===== src/hdl/cfbda_pkg.sv =====
`timescale 1ns / 1ps
// Shared constants, codes and helpers for the circular FIFO with batch dequeue.
// No dependencies; imported by the top level.

package cfbda_pkg;

    // Ring buffer geometry
    localparam int DEPTH       = 16;
    localparam int MAX_RESULTS = 16;
    localparam int IDX_W       = (DEPTH > 1) ? $clog2(DEPTH) : 1;
    localparam int OCC_W       = $clog2(DEPTH + 1);
    localparam int CNT_W       = $clog2(MAX_RESULTS + 1);

    // Field widths
    localparam int OP_W    = 2;
    localparam int STAT_W  = 3;
    localparam int DATA_W  = 32;
    localparam int BATCH_W = 8;
    localparam int SUM_W   = 36;
    localparam int AVG_W   = 40;
    localparam int CMP_W   = (OCC_W > BATCH_W) ? OCC_W : BATCH_W;

    // Stream packing
    localparam int IN_TDATA_W  = ((DATA_W + BATCH_W + 7) / 8) * 8;
    localparam int IN_PAD_W    = IN_TDATA_W - DATA_W - BATCH_W;
    localparam int OUT_FIELD_W = DATA_W + CNT_W + SUM_W + AVG_W;
    localparam int OUT_TDATA_W = ((OUT_FIELD_W + 7) / 8) * 8;
    localparam int OUT_PAD_W   = OUT_TDATA_W - OUT_FIELD_W;

    // Average divider: magnitude of sum scaled by 256, four quotient bits a cycle
    localparam int FRAC_W     = 8;
    localparam int DIVD_W     = SUM_W + FRAC_W;
    localparam int DIV_STEP   = 4;
    localparam int DIV_CYCLES = DIVD_W / DIV_STEP;
    localparam int DIVC_W     = $clog2(DIV_CYCLES + 1);

    typedef enum logic [OP_W-1:0] {
        OP_ENQUEUE = 2'd0,
        OP_DEQUEUE = 2'd1,
        OP_DISPLAY = 2'd2,
        OP_PEEK    = 2'd3
    } opcode_t;

    typedef enum logic [STAT_W-1:0] {
        STAT_STORED  = 3'd0,
        STAT_FULL    = 3'd1,
        STAT_EMPTY   = 3'd2,
        STAT_REMOVED = 3'd3,
        STAT_LISTED  = 3'd4,
        STAT_FRONT   = 3'd5
    } status_t;

    // Advance a ring index with wrap at DEPTH
    function automatic logic [IDX_W-1:0] next_idx(input logic [IDX_W-1:0] idx);
        logic [IDX_W-1:0] res;
        if (idx == IDX_W'(DEPTH - 1))
        begin
            res = '0;
        end
        else
        begin
            res = idx + 1'b1;
        end
        return res;
    endfunction

endpackage


===== src/hdl/cfbda_ram.sv =====
`timescale 1ns / 1ps
// Generic single-write, single-read synchronous RAM with registered read data.
// No dependencies; read data holds while read enable is low.

module cfbda_ram #(
    parameter int WIDTH = 32,
    parameter int DEPTH = 16
) (
    input  logic                                     clk,
    input  logic                                     we,
    input  logic [((DEPTH > 1) ? $clog2(DEPTH) : 1)-1:0] waddr,
    input  logic [WIDTH-1:0]                         wdata,
    input  logic                                     re,
    input  logic [((DEPTH > 1) ? $clog2(DEPTH) : 1)-1:0] raddr,
    output logic [WIDTH-1:0]                         rdata
);

    logic [WIDTH-1:0] mem [DEPTH];

    // Write port
    always_ff @(posedge clk)
    begin
        if (we)
        begin
            mem[waddr] <= wdata;
        end
    end

    // Registered read port
    always_ff @(posedge clk)
    begin
        if (re)
        begin
            rdata <= mem[raddr];
        end
    end

endmodule


===== src/hdl/circular_fifo_batch_dequeue_average_unit.sv =====
`timescale 1ns / 1ps
// Top level of the circular FIFO with batch dequeue and Q8 average.
// Depends on cfbda_pkg and cfbda_ram.
//
// Usage: requests enter on the s_axis channel (tuser = opcode, tdata = value and
// batch count) and results leave on the m_axis channel (tuser = status, tlast
// marks the final result of a request). Requests are taken one at a time: the
// input is ready only while no request is in progress.
// Steps per request:
//   enqueue, or any request on an empty buffer: one result.
//   peek: one storage RAM read and one result. display of n words: each word
//   costing one storage RAM read and one result slot.
//   dequeue of n words: one storage RAM read per word, then the four-bits-a-
//   cycle divider forms the rounded Q8 average, and a final state loads the
//   final result.
// A dequeue with batch count zero on a non-empty buffer gives no result.
// Reset empties the buffer (head, tail and occupancy cleared); storage words are
// not cleared and are only read after being written. A stalled receiver holds
// the output register, and the sequencer waits before loading the next result.

module circular_fifo_batch_dequeue_average_unit (
    input  logic                                clk,
    input  logic                                rst_n,
    input  logic                                s_axis_tvalid,
    output logic                                s_axis_tready,
    input  logic [cfbda_pkg::IN_TDATA_W-1:0]    s_axis_tdata,  // data_value, batch_count
    input  logic [cfbda_pkg::OP_W-1:0]          s_axis_tuser,  // opcode
    output logic                                m_axis_tvalid,
    input  logic                                m_axis_tready,
    output logic [cfbda_pkg::OUT_TDATA_W-1:0]   m_axis_tdata,  // out_value, removed_total,
                                                               // removed_sum, average_q8
    output logic [cfbda_pkg::STAT_W-1:0]        m_axis_tuser,  // status
    output logic                                m_axis_tlast   // last
);

    import cfbda_pkg::*;

    localparam int CHK_W = OCC_W + 1;

    typedef enum logic [5:0] {
        S_IDLE   = 6'b000001,
        S_DECODE = 6'b000010,
        S_READ   = 6'b000100,
        S_DATA   = 6'b001000,
        S_DIV    = 6'b010000,
        S_FIN    = 6'b100000
    } state_t;

    state_t                     state_reg, state_next;
    opcode_t                    op_reg, op_next;
    logic [DATA_W-1:0]          data_reg, data_next;
    logic [BATCH_W-1:0]         batch_reg, batch_next;
    logic [IDX_W-1:0]           head_reg, head_next;
    logic [IDX_W-1:0]           tail_reg, tail_next;
    logic [OCC_W-1:0]           occ_reg, occ_next;
    logic [IDX_W-1:0]           rd_ptr_reg, rd_ptr_next;
    logic [CNT_W-1:0]           todo_reg, todo_next;
    logic [CNT_W-1:0]           cnt_reg, cnt_next;
    logic [SUM_W-1:0]           sum_reg, sum_next;
    logic [DATA_W-1:0]          val_reg, val_next;
    logic                       neg_reg, neg_next;
    logic [DIVD_W-1:0]          quo_reg, quo_next;
    logic [CNT_W-1:0]           rem_reg, rem_next;
    logic [DIVC_W-1:0]          div_cnt_reg, div_cnt_next;

    logic                       out_valid_reg, out_valid_next;
    status_t                    out_status_reg, out_status_next;
    logic [DATA_W-1:0]          out_value_reg, out_value_next;
    logic [CNT_W-1:0]           out_total_reg, out_total_next;
    logic [SUM_W-1:0]           out_sum_reg, out_sum_next;
    logic [AVG_W-1:0]           out_avg_reg, out_avg_next;
    logic                       out_last_reg, out_last_next;

    logic                       emit;
    logic                       out_free;
    logic                       ram_we;
    logic                       ram_re;
    logic [DATA_W-1:0]          ram_rdata;

    logic [CMP_W-1:0]           lim;
    logic [CNT_W-1:0]           cnt_inc;
    logic                       fin;
    logic [SUM_W-1:0]           sum_add;
    logic [SUM_W-1:0]           mag;
    logic [DIVD_W-1:0]          step_quo;
    logic [CNT_W-1:0]           step_rem;
    logic [CNT_W:0]             trial;
    logic [AVG_W-1:0]           avg_mag;

    assign s_axis_tready = (state_reg == S_IDLE);
    assign out_free      = !out_valid_reg || m_axis_tready;

    // Storage ring
    cfbda_ram #(
        .WIDTH (DATA_W),
        .DEPTH (DEPTH)
    ) u_storage (
        .clk   (clk),
        .we    (ram_we),
        .waddr (tail_reg),
        .wdata (data_reg),
        .re    (ram_re),
        .raddr (rd_ptr_reg),
        .rdata (ram_rdata)
    );

    // Clamp the number of results for a request
    always_comb
    begin
        if ((op_reg == OP_DEQUEUE) && (CMP_W'(batch_reg) < CMP_W'(occ_reg)))
        begin
            lim = CMP_W'(batch_reg);
        end
        else
        begin
            lim = CMP_W'(occ_reg);
        end
        if (lim > CMP_W'(MAX_RESULTS))
        begin
            lim = CMP_W'(MAX_RESULTS);
        end
    end

    assign cnt_inc = cnt_reg + 1'b1;
    assign fin     = (cnt_inc == todo_reg);
    assign sum_add = sum_reg + SUM_W'($signed(ram_rdata));
    assign mag     = sum_add[SUM_W-1] ? (SUM_W'(0) - sum_add) : sum_add;
    assign avg_mag = quo_reg[AVG_W-1:0];

    // Divider step: four restoring compare-and-subtract steps per cycle
    always_comb
    begin
        step_quo = quo_reg;
        step_rem = rem_reg;
        trial    = '0;
        for (int i = 0; i < DIV_STEP; i++)
        begin
            trial    = {step_rem, step_quo[DIVD_W-1]};
            step_quo = {step_quo[DIVD_W-2:0], 1'b0};
            if (trial >= {1'b0, cnt_reg})
            begin
                step_rem    = CNT_W'(trial - {1'b0, cnt_reg});
                step_quo[0] = 1'b1;
            end
            else
            begin
                step_rem = trial[CNT_W-1:0];
            end
        end
    end

    // Sequencer
    always_comb
    begin
        state_next      = state_reg;
        op_next         = op_reg;
        data_next       = data_reg;
        batch_next      = batch_reg;
        head_next       = head_reg;
        tail_next       = tail_reg;
        occ_next        = occ_reg;
        rd_ptr_next     = rd_ptr_reg;
        todo_next       = todo_reg;
        cnt_next        = cnt_reg;
        sum_next        = sum_reg;
        val_next        = val_reg;
        neg_next        = neg_reg;
        quo_next        = quo_reg;
        rem_next        = rem_reg;
        div_cnt_next    = div_cnt_reg;
        emit            = 1'b0;
        out_status_next = out_status_reg;
        out_value_next  = out_value_reg;
        out_total_next  = '0;
        out_sum_next    = '0;
        out_avg_next    = '0;
        out_last_next   = 1'b1;
        ram_we          = 1'b0;
        ram_re          = 1'b0;

        case (state_reg)
            S_IDLE:
            begin
                if (s_axis_tvalid)
                begin
                    op_next    = opcode_t'(s_axis_tuser);
                    data_next  = s_axis_tdata[DATA_W-1:0];
                    batch_next = s_axis_tdata[DATA_W +: BATCH_W];
                    state_next = S_DECODE;
                end
            end

            S_DECODE:
            begin
                if (op_reg == OP_ENQUEUE)
                begin
                    if (out_free)
                    begin
                        emit           = 1'b1;
                        out_value_next = data_reg;
                        if (occ_reg == OCC_W'(DEPTH))
                        begin
                            out_status_next = STAT_FULL;
                        end
                        else
                        begin
                            out_status_next = STAT_STORED;
                            ram_we          = 1'b1;
                            tail_next       = next_idx(tail_reg);
                            occ_next        = occ_reg + 1'b1;
                        end
                        state_next = S_IDLE;
                    end
                end
                else if (occ_reg == '0)
                begin
                    if (out_free)
                    begin
                        emit            = 1'b1;
                        out_status_next = STAT_EMPTY;
                        out_value_next  = '0;
                        state_next      = S_IDLE;
                    end
                end
                else if ((op_reg == OP_DEQUEUE) && (batch_reg == '0))
                begin
                    state_next = S_IDLE;
                end
                else
                begin
                    todo_next   = (op_reg == OP_PEEK) ? CNT_W'(1) : CNT_W'(lim);
                    cnt_next    = '0;
                    sum_next    = '0;
                    rd_ptr_next = head_reg;
                    state_next  = S_READ;
                end
            end

            S_READ:
            begin
                ram_re     = 1'b1;
                state_next = S_DATA;
            end

            S_DATA:
            begin
                case (op_reg)
                    OP_DEQUEUE:
                    begin
                        if (fin)
                        begin
                            // Remove the last word and start the average
                            head_next    = next_idx(head_reg);
                            occ_next     = occ_reg - 1'b1;
                            cnt_next     = cnt_inc;
                            sum_next     = sum_add;
                            val_next     = ram_rdata;
                            neg_next     = sum_add[SUM_W-1];
                            quo_next     = {mag, FRAC_W'(0)} + DIVD_W'(cnt_inc >> 1);
                            rem_next     = '0;
                            div_cnt_next = '0;
                            state_next   = S_DIV;
                        end
                        else if (out_free)
                        begin
                            emit            = 1'b1;
                            out_status_next = STAT_REMOVED;
                            out_value_next  = ram_rdata;
                            out_total_next  = cnt_inc;
                            out_sum_next    = sum_add;
                            out_last_next   = 1'b0;
                            head_next       = next_idx(head_reg);
                            occ_next        = occ_reg - 1'b1;
                            cnt_next        = cnt_inc;
                            sum_next        = sum_add;
                            rd_ptr_next     = next_idx(rd_ptr_reg);
                            state_next      = S_READ;
                        end
                    end
                    OP_DISPLAY:
                    begin
                        if (out_free)
                        begin
                            emit            = 1'b1;
                            out_status_next = STAT_LISTED;
                            out_value_next  = ram_rdata;
                            out_last_next   = fin;
                            cnt_next        = cnt_inc;
                            rd_ptr_next     = next_idx(rd_ptr_reg);
                            state_next      = fin ? S_IDLE : S_READ;
                        end
                    end
                    default:
                    begin
                        if (out_free)
                        begin
                            emit            = 1'b1;
                            out_status_next = STAT_FRONT;
                            out_value_next  = ram_rdata;
                            state_next      = S_IDLE;
                        end
                    end
                endcase
            end

            S_DIV:
            begin
                quo_next     = step_quo;
                rem_next     = step_rem;
                div_cnt_next = div_cnt_reg + 1'b1;
                if (div_cnt_reg == DIVC_W'(DIV_CYCLES - 1))
                begin
                    state_next = S_FIN;
                end
            end

            S_FIN:
            begin
                if (out_free)
                begin
                    emit            = 1'b1;
                    out_status_next = STAT_REMOVED;
                    out_value_next  = val_reg;
                    out_total_next  = cnt_reg;
                    out_sum_next    = sum_reg;
                    out_avg_next    = neg_reg ? (AVG_W'(0) - avg_mag) : avg_mag;
                    state_next      = S_IDLE;
                end
            end

            default:
            begin
                state_next = S_IDLE;
            end
        endcase
    end

    // Output valid: set on load, drop once taken
    always_comb
    begin
        if (emit)
        begin
            out_valid_next = 1'b1;
        end
        else if (m_axis_tready)
        begin
            out_valid_next = 1'b0;
        end
        else
        begin
            out_valid_next = out_valid_reg;
        end
    end

    // Control registers
    always_ff @(posedge clk or negedge rst_n)
    begin
        if (!rst_n)
        begin
            state_reg     <= S_IDLE;
            head_reg      <= '0;
            tail_reg      <= '0;
            occ_reg       <= '0;
            out_valid_reg <= 1'b0;
            div_cnt_reg   <= '0;
        end
        else
        begin
            state_reg     <= state_next;
            head_reg      <= head_next;
            tail_reg      <= tail_next;
            occ_reg       <= occ_next;
            out_valid_reg <= out_valid_next;
            div_cnt_reg   <= div_cnt_next;
        end
    end

    // Working and payload registers
    always_ff @(posedge clk)
    begin
        op_reg     <= op_next;
        data_reg   <= data_next;
        batch_reg  <= batch_next;
        rd_ptr_reg <= rd_ptr_next;
        todo_reg   <= todo_next;
        cnt_reg    <= cnt_next;
        sum_reg    <= sum_next;
        val_reg    <= val_next;
        neg_reg    <= neg_next;
        quo_reg    <= quo_next;
        rem_reg    <= rem_next;
        if (emit)
        begin
            out_status_reg <= out_status_next;
            out_value_reg  <= out_value_next;
            out_total_reg  <= out_total_next;
            out_sum_reg    <= out_sum_next;
            out_avg_reg    <= out_avg_next;
            out_last_reg   <= out_last_next;
        end
    end

    assign m_axis_tvalid = out_valid_reg;
    assign m_axis_tuser  = out_status_reg;
    assign m_axis_tlast  = out_last_reg;
    assign m_axis_tdata  = {OUT_PAD_W'(0), out_avg_reg, out_sum_reg, out_total_reg,
                            out_value_reg};

    // Occupancy never exceeds the ring depth
    assert property (@(posedge clk) disable iff (!rst_n)
        occ_reg <= OCC_W'(DEPTH))
        else $error("occupancy above depth");

    // Tail stays occupancy entries ahead of head, modulo depth
    assert property (@(posedge clk) disable iff (!rst_n)
        ((CHK_W'(head_reg) + CHK_W'(occ_reg)) == CHK_W'(tail_reg)) ||
        ((CHK_W'(head_reg) + CHK_W'(occ_reg)) == (CHK_W'(tail_reg) + CHK_W'(DEPTH))))
        else $error("head, tail and occupancy disagree");

    // Only removal results carry a batch count
    assert property (@(posedge clk) disable iff (!rst_n)
        (out_valid_reg && (out_status_reg != STAT_REMOVED)) |-> (out_total_reg == '0))
        else $error("batch count on a non-removal result");

endmodule

===== config.mk =====
export PLATFORM = sky130hd
export DESIGN_NAME = circular_fifo_batch_dequeue_average_unit
export DESIGN_NICKNAME = d
export VERILOG_FILES = /design/src/hdl/cfbda_pkg.sv /design/src/hdl/cfbda_ram.sv /design/src/hdl/circular_fifo_batch_dequeue_average_unit.sv
export SDC_FILE = /design/constraint.sdc
export NUM_CORES = 1
export LEC_CHECK = 0
export ABC_AREA = 1
export BUFFER_PORTS_ARGS = -buffer_cell sky130_fd_sc_hd__buf_2
export CAP_MARGIN = 5
export CORE_MARGIN = 2
export CORE_UTILIZATION = 45
export DETAILED_ROUTE_END_ITERATION = 10
export PLACE_DENSITY = 0.62
export SLEW_MARGIN = 15
export SYNTH_ARGS = -nofsm -noshare
export SYNTH_HDL_FRONTEND = slang
export SYNTH_HIERARCHICAL = 1
export SYNTH_SLANG_ARGS = --single-unit

===== constraint.sdc =====
create_clock -name clk -period 14.4 [get_ports clk]
set_input_delay 1.44 -clock clk [delete_from_list [all_inputs] [get_ports clk]]
set_output_delay 1.44 -clock clk [all_outputs]
set_load 0.01 [all_outputs]

Word level (Yosys, flattened, before mapping)
Memory sizes are Yosys's and may differ from the RTL's. A register that Yosys moved wholly into a read port is not among the register bits.
Index checks and enable logic that the tools add are counted.

operators by class
  add/sub/neg operators = 15
  magnitude comparators = 6
  equality and inequality tests = 35
  multiplexer cells = 115
  bitwise operators = 4
  reduce and logical (&&, ||, !) cells = 27

operators with widths
  operator               count
  $mux 36                11
  $mux 32                8
  $pmux 36 s2            2
  $mux 5                 22
  $pmux 32 s3            1
  $mux 44                2
  $pmux 44 s2            1
  $pmux 5 s2             5
  $mux 4                 12
  $mux 6                 8
  $add 44x4->44          1
  $mux 40                1
  $sub 1x40->40 const A  1
  $add 36x36->36         1
  $pmux 6 s6             1
  $sub 1x36->36 const A  1
  $mux 3                 10
  $ge 6x5->1             4
  $ne 3x3->1 const B     8
  $pmux 4 s2             3
  $mux 1                 22
  $ne 2x2->1 const B     11
  $sub 5x5->5            4
  $reduce_and 6->1       3
  other kinds (39)       59

storage, ports and cells
  register bits = 315
  bits in writable memories = 512
  input bits = 46
  memories kept = 1

memories
  name           words  width  rd ports  clocked after memory_dff  write ports  line             source
  u_storage.mem  16     32     1         1                         1            cfbda_ram.sv:18  logic [WIDTH-1:0] mem [DEPTH];

Longest topological paths before layout
  depth after elaboration = 9
  depth in mapped cells = 38

Modules after synthesis
The synthesis kept the hierarchy.

by module, submodules not included
  module                                    instances  cells each  area an instance (sq um)  sequential area each (sq um)
  cfbda_ram                                 1          2120        23050.9                   16335.7
  circular_fifo_batch_dequeue_average_unit  1          2238        18890.6                   9340.2

Worst setup path before layout
Ideal clock, no wire load.

  kind = flip-flop to flip-flop
  start = register cnt_reg[0]
  end = register out_last_reg, in the netlist m_axis_tlast (enable)
  arrival time = 7.521 ns
  data required time = 13.776 ns
  path slack = 6.256 ns
  stages on the path, launching flop included = 11
  buffers on the path = 0
  clock period less this slack = 8.144 ns
  path through = edfxtp_1 ha_1 xnor2_1 or2_1 nand4_1 a21oi_1 nand3_2 nor2_2 inv_2 o21ai_0 nor3_1

on the way
  longest elaborated chain between the ends = 5

RTL lines
  item                    line                                             source
  start, declared         circular_fifo_batch_dequeue_average_unit.sv:58   logic [CNT_W-1:0] cnt_reg, cnt_next;
  start signal, assigned  circular_fifo_batch_dequeue_average_unit.sv:386  cnt_reg <= cnt_next;
  $add 5x1->5             circular_fifo_batch_dequeue_average_unit.sv:124  assign cnt_inc = cnt_reg + 1'b1;
  $eq 5x5->1              circular_fifo_batch_dequeue_average_unit.sv:125  assign fin = (cnt_inc == todo_reg);
  $mux 1                  circular_fifo_batch_dequeue_average_unit.sv:250  if (fin)
  $mux 1                  n/a
  $pmux 1 s3              circular_fifo_batch_dequeue_average_unit.sv:181  case (state_reg)
  net emit                circular_fifo_batch_dequeue_average_unit.sv:74   logic emit;
  end signal, assigned    circular_fifo_batch_dequeue_average_unit.sv:399  out_last_reg <= out_last_next;
  end, declared           circular_fifo_batch_dequeue_average_unit.sv:72   logic out_last_reg, out_last_next;

The timed path passes the listed nets, and every way through them passes these cells.
A chain may end at the register's enable or synchronous reset.

Worst setup path in the final report
  start = register cnt_reg[0]
  end = register quo_reg[0] (data pin)

on the way
  longest elaborated chain between the ends = 9
  elaborated cells on any way between the ends = 16
  those cells by class = add/sub (5); order compare (4); mux (7)

RTL lines
  item                                       line                                                                                              source
  $sub 5x5->5 or $ge 6x5->1 (tied branches)  circular_fifo_batch_dequeue_average_unit.sv:142, circular_fifo_batch_dequeue_average_unit.sv:140
  $mux 5                                     circular_fifo_batch_dequeue_average_unit.sv:140                                                   if (trial >= {1'b0, cnt_reg})
  $sub 5x5->5 or $ge 6x5->1 (tied branches)  circular_fifo_batch_dequeue_average_unit.sv:142, circular_fifo_batch_dequeue_average_unit.sv:140
  $mux 5                                     circular_fifo_batch_dequeue_average_unit.sv:140
  $sub 5x5->5 or $ge 6x5->1 (tied branches)  circular_fifo_batch_dequeue_average_unit.sv:142, circular_fifo_batch_dequeue_average_unit.sv:140
  $mux 5                                     circular_fifo_batch_dequeue_average_unit.sv:140
  $ge 6x5->1                                 circular_fifo_batch_dequeue_average_unit.sv:140
  $mux 1                                     circular_fifo_batch_dequeue_average_unit.sv:140
  $pmux 44 s2 *                              circular_fifo_batch_dequeue_average_unit.sv:181
  net quo_next[0]                            circular_fifo_batch_dequeue_average_unit.sv:62                                                    logic [DIVD_W-1:0] quo_reg, quo_next;
  end signal, assigned                       circular_fifo_batch_dequeue_average_unit.sv:390                                                   quo_reg <= quo_next;
  end, declared                              circular_fifo_batch_dequeue_average_unit.sv:62

Mark *: on every way through the listed nets, which the timed path passes. The rest lies on a longest branch. The select of a mux whose other input is x is not followed.

==> impl_results.md <==
- Run status: finished, final reports clean
- Fin util: 50.9%
- Endpoints failing setup: 0
- Row Count: 111
- Post-Synth XOR/XNOR Area: 0.943%
- Placed cell area: 43900 µm²
- RR Startpoint: cnt_reg[0]
- First-pass GRT wire length: 167000 µm
- GRT Residual Overflow: 0
- Largest register FFs: 512
- CP Launch Type: flop
- Crit-path slowest cell: edfxtp_1
- Drt total wl: 110000 µm
- Peak supply drop: 0.000123 V
- Post-layout min period: 7.29 ns
- Share of cells above drive strength 1: 9.64%
- Number of global-route vias before repair: 28200
- Core area: 92100 µm²
- Worst hold stages: 2
- Worst EP arrival: 7.68 ns
- Max stage delay on crit path: 0.61 ns
- Initial Util: 45.5%
- Drt first pass iters: 7
- Starting DRC count in detailed routing: 2646
- Worst r2r path cells: 33
- Largest net degree at the start of global routing: 203
- Final hold violations: 0
- WHS Endpoint: out_value_reg[0]
- # IOs: 172
- Die span in y: 309 µm
- Antenna violations before repair: 3
- Final Max Slew Viols: 0
- Clock Latency Late Sink: 0.69 ns
- Dpl hpwl: 71500 µm
- FF-to-FF setup slack: 7.11 ns
- Max Root-Sink Buffers: 3
- Async SR Flop Fraction: 2.79%
- CTS tree: built
- Yosys reg bits: 859
- Max-cap violation count: 0
- Sum of negative setup slack: 0 ns
- Simple-Gate Fraction of Synth Area: 22.9%
- Clk_skew: 0.0413 ns
- Worst hold slack: 0.516 ns
- CP required: 14.78 ns
- Post-cts resize count: 0
- Hold Path Class: flop to flop
- Synth cell types: 60
- Antenna-violating nets left: 0
- GRT Overall Usage: 23.0%
- Main combinational cell family by area after synthesis: simple AND/OR/NAND/NOR gates
- Cell area after synthesis: 41900 µm²
- Worst slew pin tran: 1.15 ns
- Worst r2r dst: quo_reg[0]
- Adder-cell share of the synthesized area: 2.55%
- Final worst path period share: 50.6%
- Worst Path Max Fanout: 11
- Sequential cell area fraction in the yosys report: 61.2%
- PD cells: 159 nW/µm²
- Area delta synth->final: 11.8%
- Clk slew on worst S/H paths: 0.07 ns
- Buf+Inv Stages, Crit Path: 6
- IO Port Bufs: 164
- H-tree lvl count: 3
- Synth Area in Compound Gates: 3.70%
- Syn avg cell area: 9.62 µm²
- Final GP Congestion: 0.932
- CP Class: flop to flop
- # diodes: 0
- Hold Path Origin: val_reg[0]
- Primary flip-flop cell chosen by synthesis mapping: edfxtp_1
- Via count: 30000
- Power, Total: 0.00746 W
- Die W: 309 µm
- RSZ-0062 raised after global routing: false
- Number of synthesis warnings: 6
- Die ar.: 95700 µm²
- Number of enable flip-flop cells after synthesis: 835
- LEAKAGE: 20.0 nW
- Drt wl/cell: 18.8 µm
- Root buffer cell: clkbuf_16
- Detailed-route DRC error count: 0
- Critical Path End Type: flop
- Hold_buf cts: 0
- Delay-heaviest family, CP: compound AO/OA/AOI/OAI gates
- Cell count after synthesis: 4358
- Sink Count: 859
- Setup bufs post-CTS: 0
- Fin area: 46900 µm²
- Post-DR vias/cell: 5.14
- Fmax: 137 MHz
- Multiplexer share of the synthesized area: 0.0268%
- TritonCTS Buffers: 94
- Slew HR: 23.3%
- Layout Nets: 4637
[power by group]
part	internal (W)	switching [W]	total [W]
Sequential	0.00311	0.000226	0.00334
Clock	0.00132	0.000996	0.00232
Combinational	0.000518	0.00128	0.00180
Total	0.00495	0.00251	0.00746
[per-layer routing]
| metal | track usage (%) | vias to the layer above | wire length [µm] |
|---|---|---|---|
| met2 | 38.1 | 896 | 52000 |
| met1 | 31.3 | 14200 | 48200 |
| met4 | 8.20 | 0 | 3720 |
| met5 | 0 | - | 0 |
| met3 | 2.65 | 198 | 5800 |
| li1 | - | 14600 | - |
[synthesized netlist by cell type, types with 4 or more instances]
master	instances	area, µm²
buf_1	26	97.6
edfxtp_1	835	25100
nor4_1	13	81.3
buf_2	45	225
ha_1	76	951
or2_2	4	25.0
nor2_1	227	852
o21a_1	4	30.0
nand2_1	1292	4850
o22ai_1	6	37.5
o31ai_1	4	30.0
xor2_1	32	280
a22o_1	36	315
inv_1	680	2550
nor2_4	5	56.3
fa_1	6	120
xnor2_1	10	87.6
buf_4	15	113
a21oi_1	91	455
nand4_1	36	225
o32ai_1	4	35.0
inv_2	7	26.3
and2_1	5	31.3
clkbuf_1	45	169
nor2_2	18	113
nand3b_1	9	67.6
nand2_2	21	131
o21ai_1	16	80.1
nand3_1	568	2840
nand3_2	5	50.1
or2_1	4	25.0
o21ai_0	75	375
buf_6	33	372
nor3_1	33	165
clkinv_1	6	22.5
a31oi_1	5	31.3
and3_1	4	25.0
dfrtp_1	23	576
[through the flow]
step	std cells	setup slack, ns
final	5830	7.11
after CTS	5829	7.01
after floorplan	4364	6.26
after global placement	5655	7.06
after detailed placement	5655	7.06
after global routing	5830	6.26
[worst register-to-register path: cells and delay by family, from the launching register on]
kind | cells | cell delay, ns
AOI/OAI and AO/OA | 12 | 2.80
adders and majority gates | 5 | 1.73
buffers and inverters | 6 | 0.57
DFF | 1 | 0.61
and+or+nand+nor | 10 | 1.29
[placed cells by master (no fill, tap or decap), drive strengths merged, types with 9 or more instances in the layout]
cell and n:
xor2 33, edfxtp 835, clkinv 50, nand2 1315, buf 214, dfrtp 23
a21oi 92, inv 690, nand4 37, nor4 14, nand3b 9, o21ai 94
nand3 573, xnor2 10, nor3 35, nor2 250, ha 76, a22o 36
clkbuf 121
[worst max path at each step]
stage | from | end | slack [ns] | cells past startpoint
finish | cnt_reg[0] | quo_reg[0] | 7.11 | 33
global route | cnt_reg[1] | quo_reg[0] | 6.26 | 32
CTS | cnt_reg[1] | quo_reg[0] | 7.01 | 32
detailed placement | cnt_reg[1] | quo_reg[0] | 7.06 | 32
global placement | cnt_reg[1] | quo_reg[0] | 7.06 | 32
floorplan | cnt_reg[0] | m_axis_tlast | 6.26 | 10
[final cells by class]
class / count / area [µm²]
fill: 8373 / 45200
sequential: 859 / 25700
multi-input combinational: 2645 / 12800
inverter: 695 / 2620
clock buffer: 121 / 2500
tap: 1243 / 1560
timing repair buffer: 214 / 1230
clock inverter: 53 / 473
[logic make-up (layout without fill, tap and decap cells)]
logic type | Yosys count | in the layout
AO/OA/AOI/OAI | 260 | 260
XOR/XNOR | 43 | 43
adder cells (fa/ha/maj) | 82 | 82
buffers and inverters | 860 | 1083
flip-flops | 859 | 859
multiplexers | 1 | 1
other | 1 | 7
AND/OR/NAND/NOR | 2252 | 2252
(Power assumes the default switching activity.)
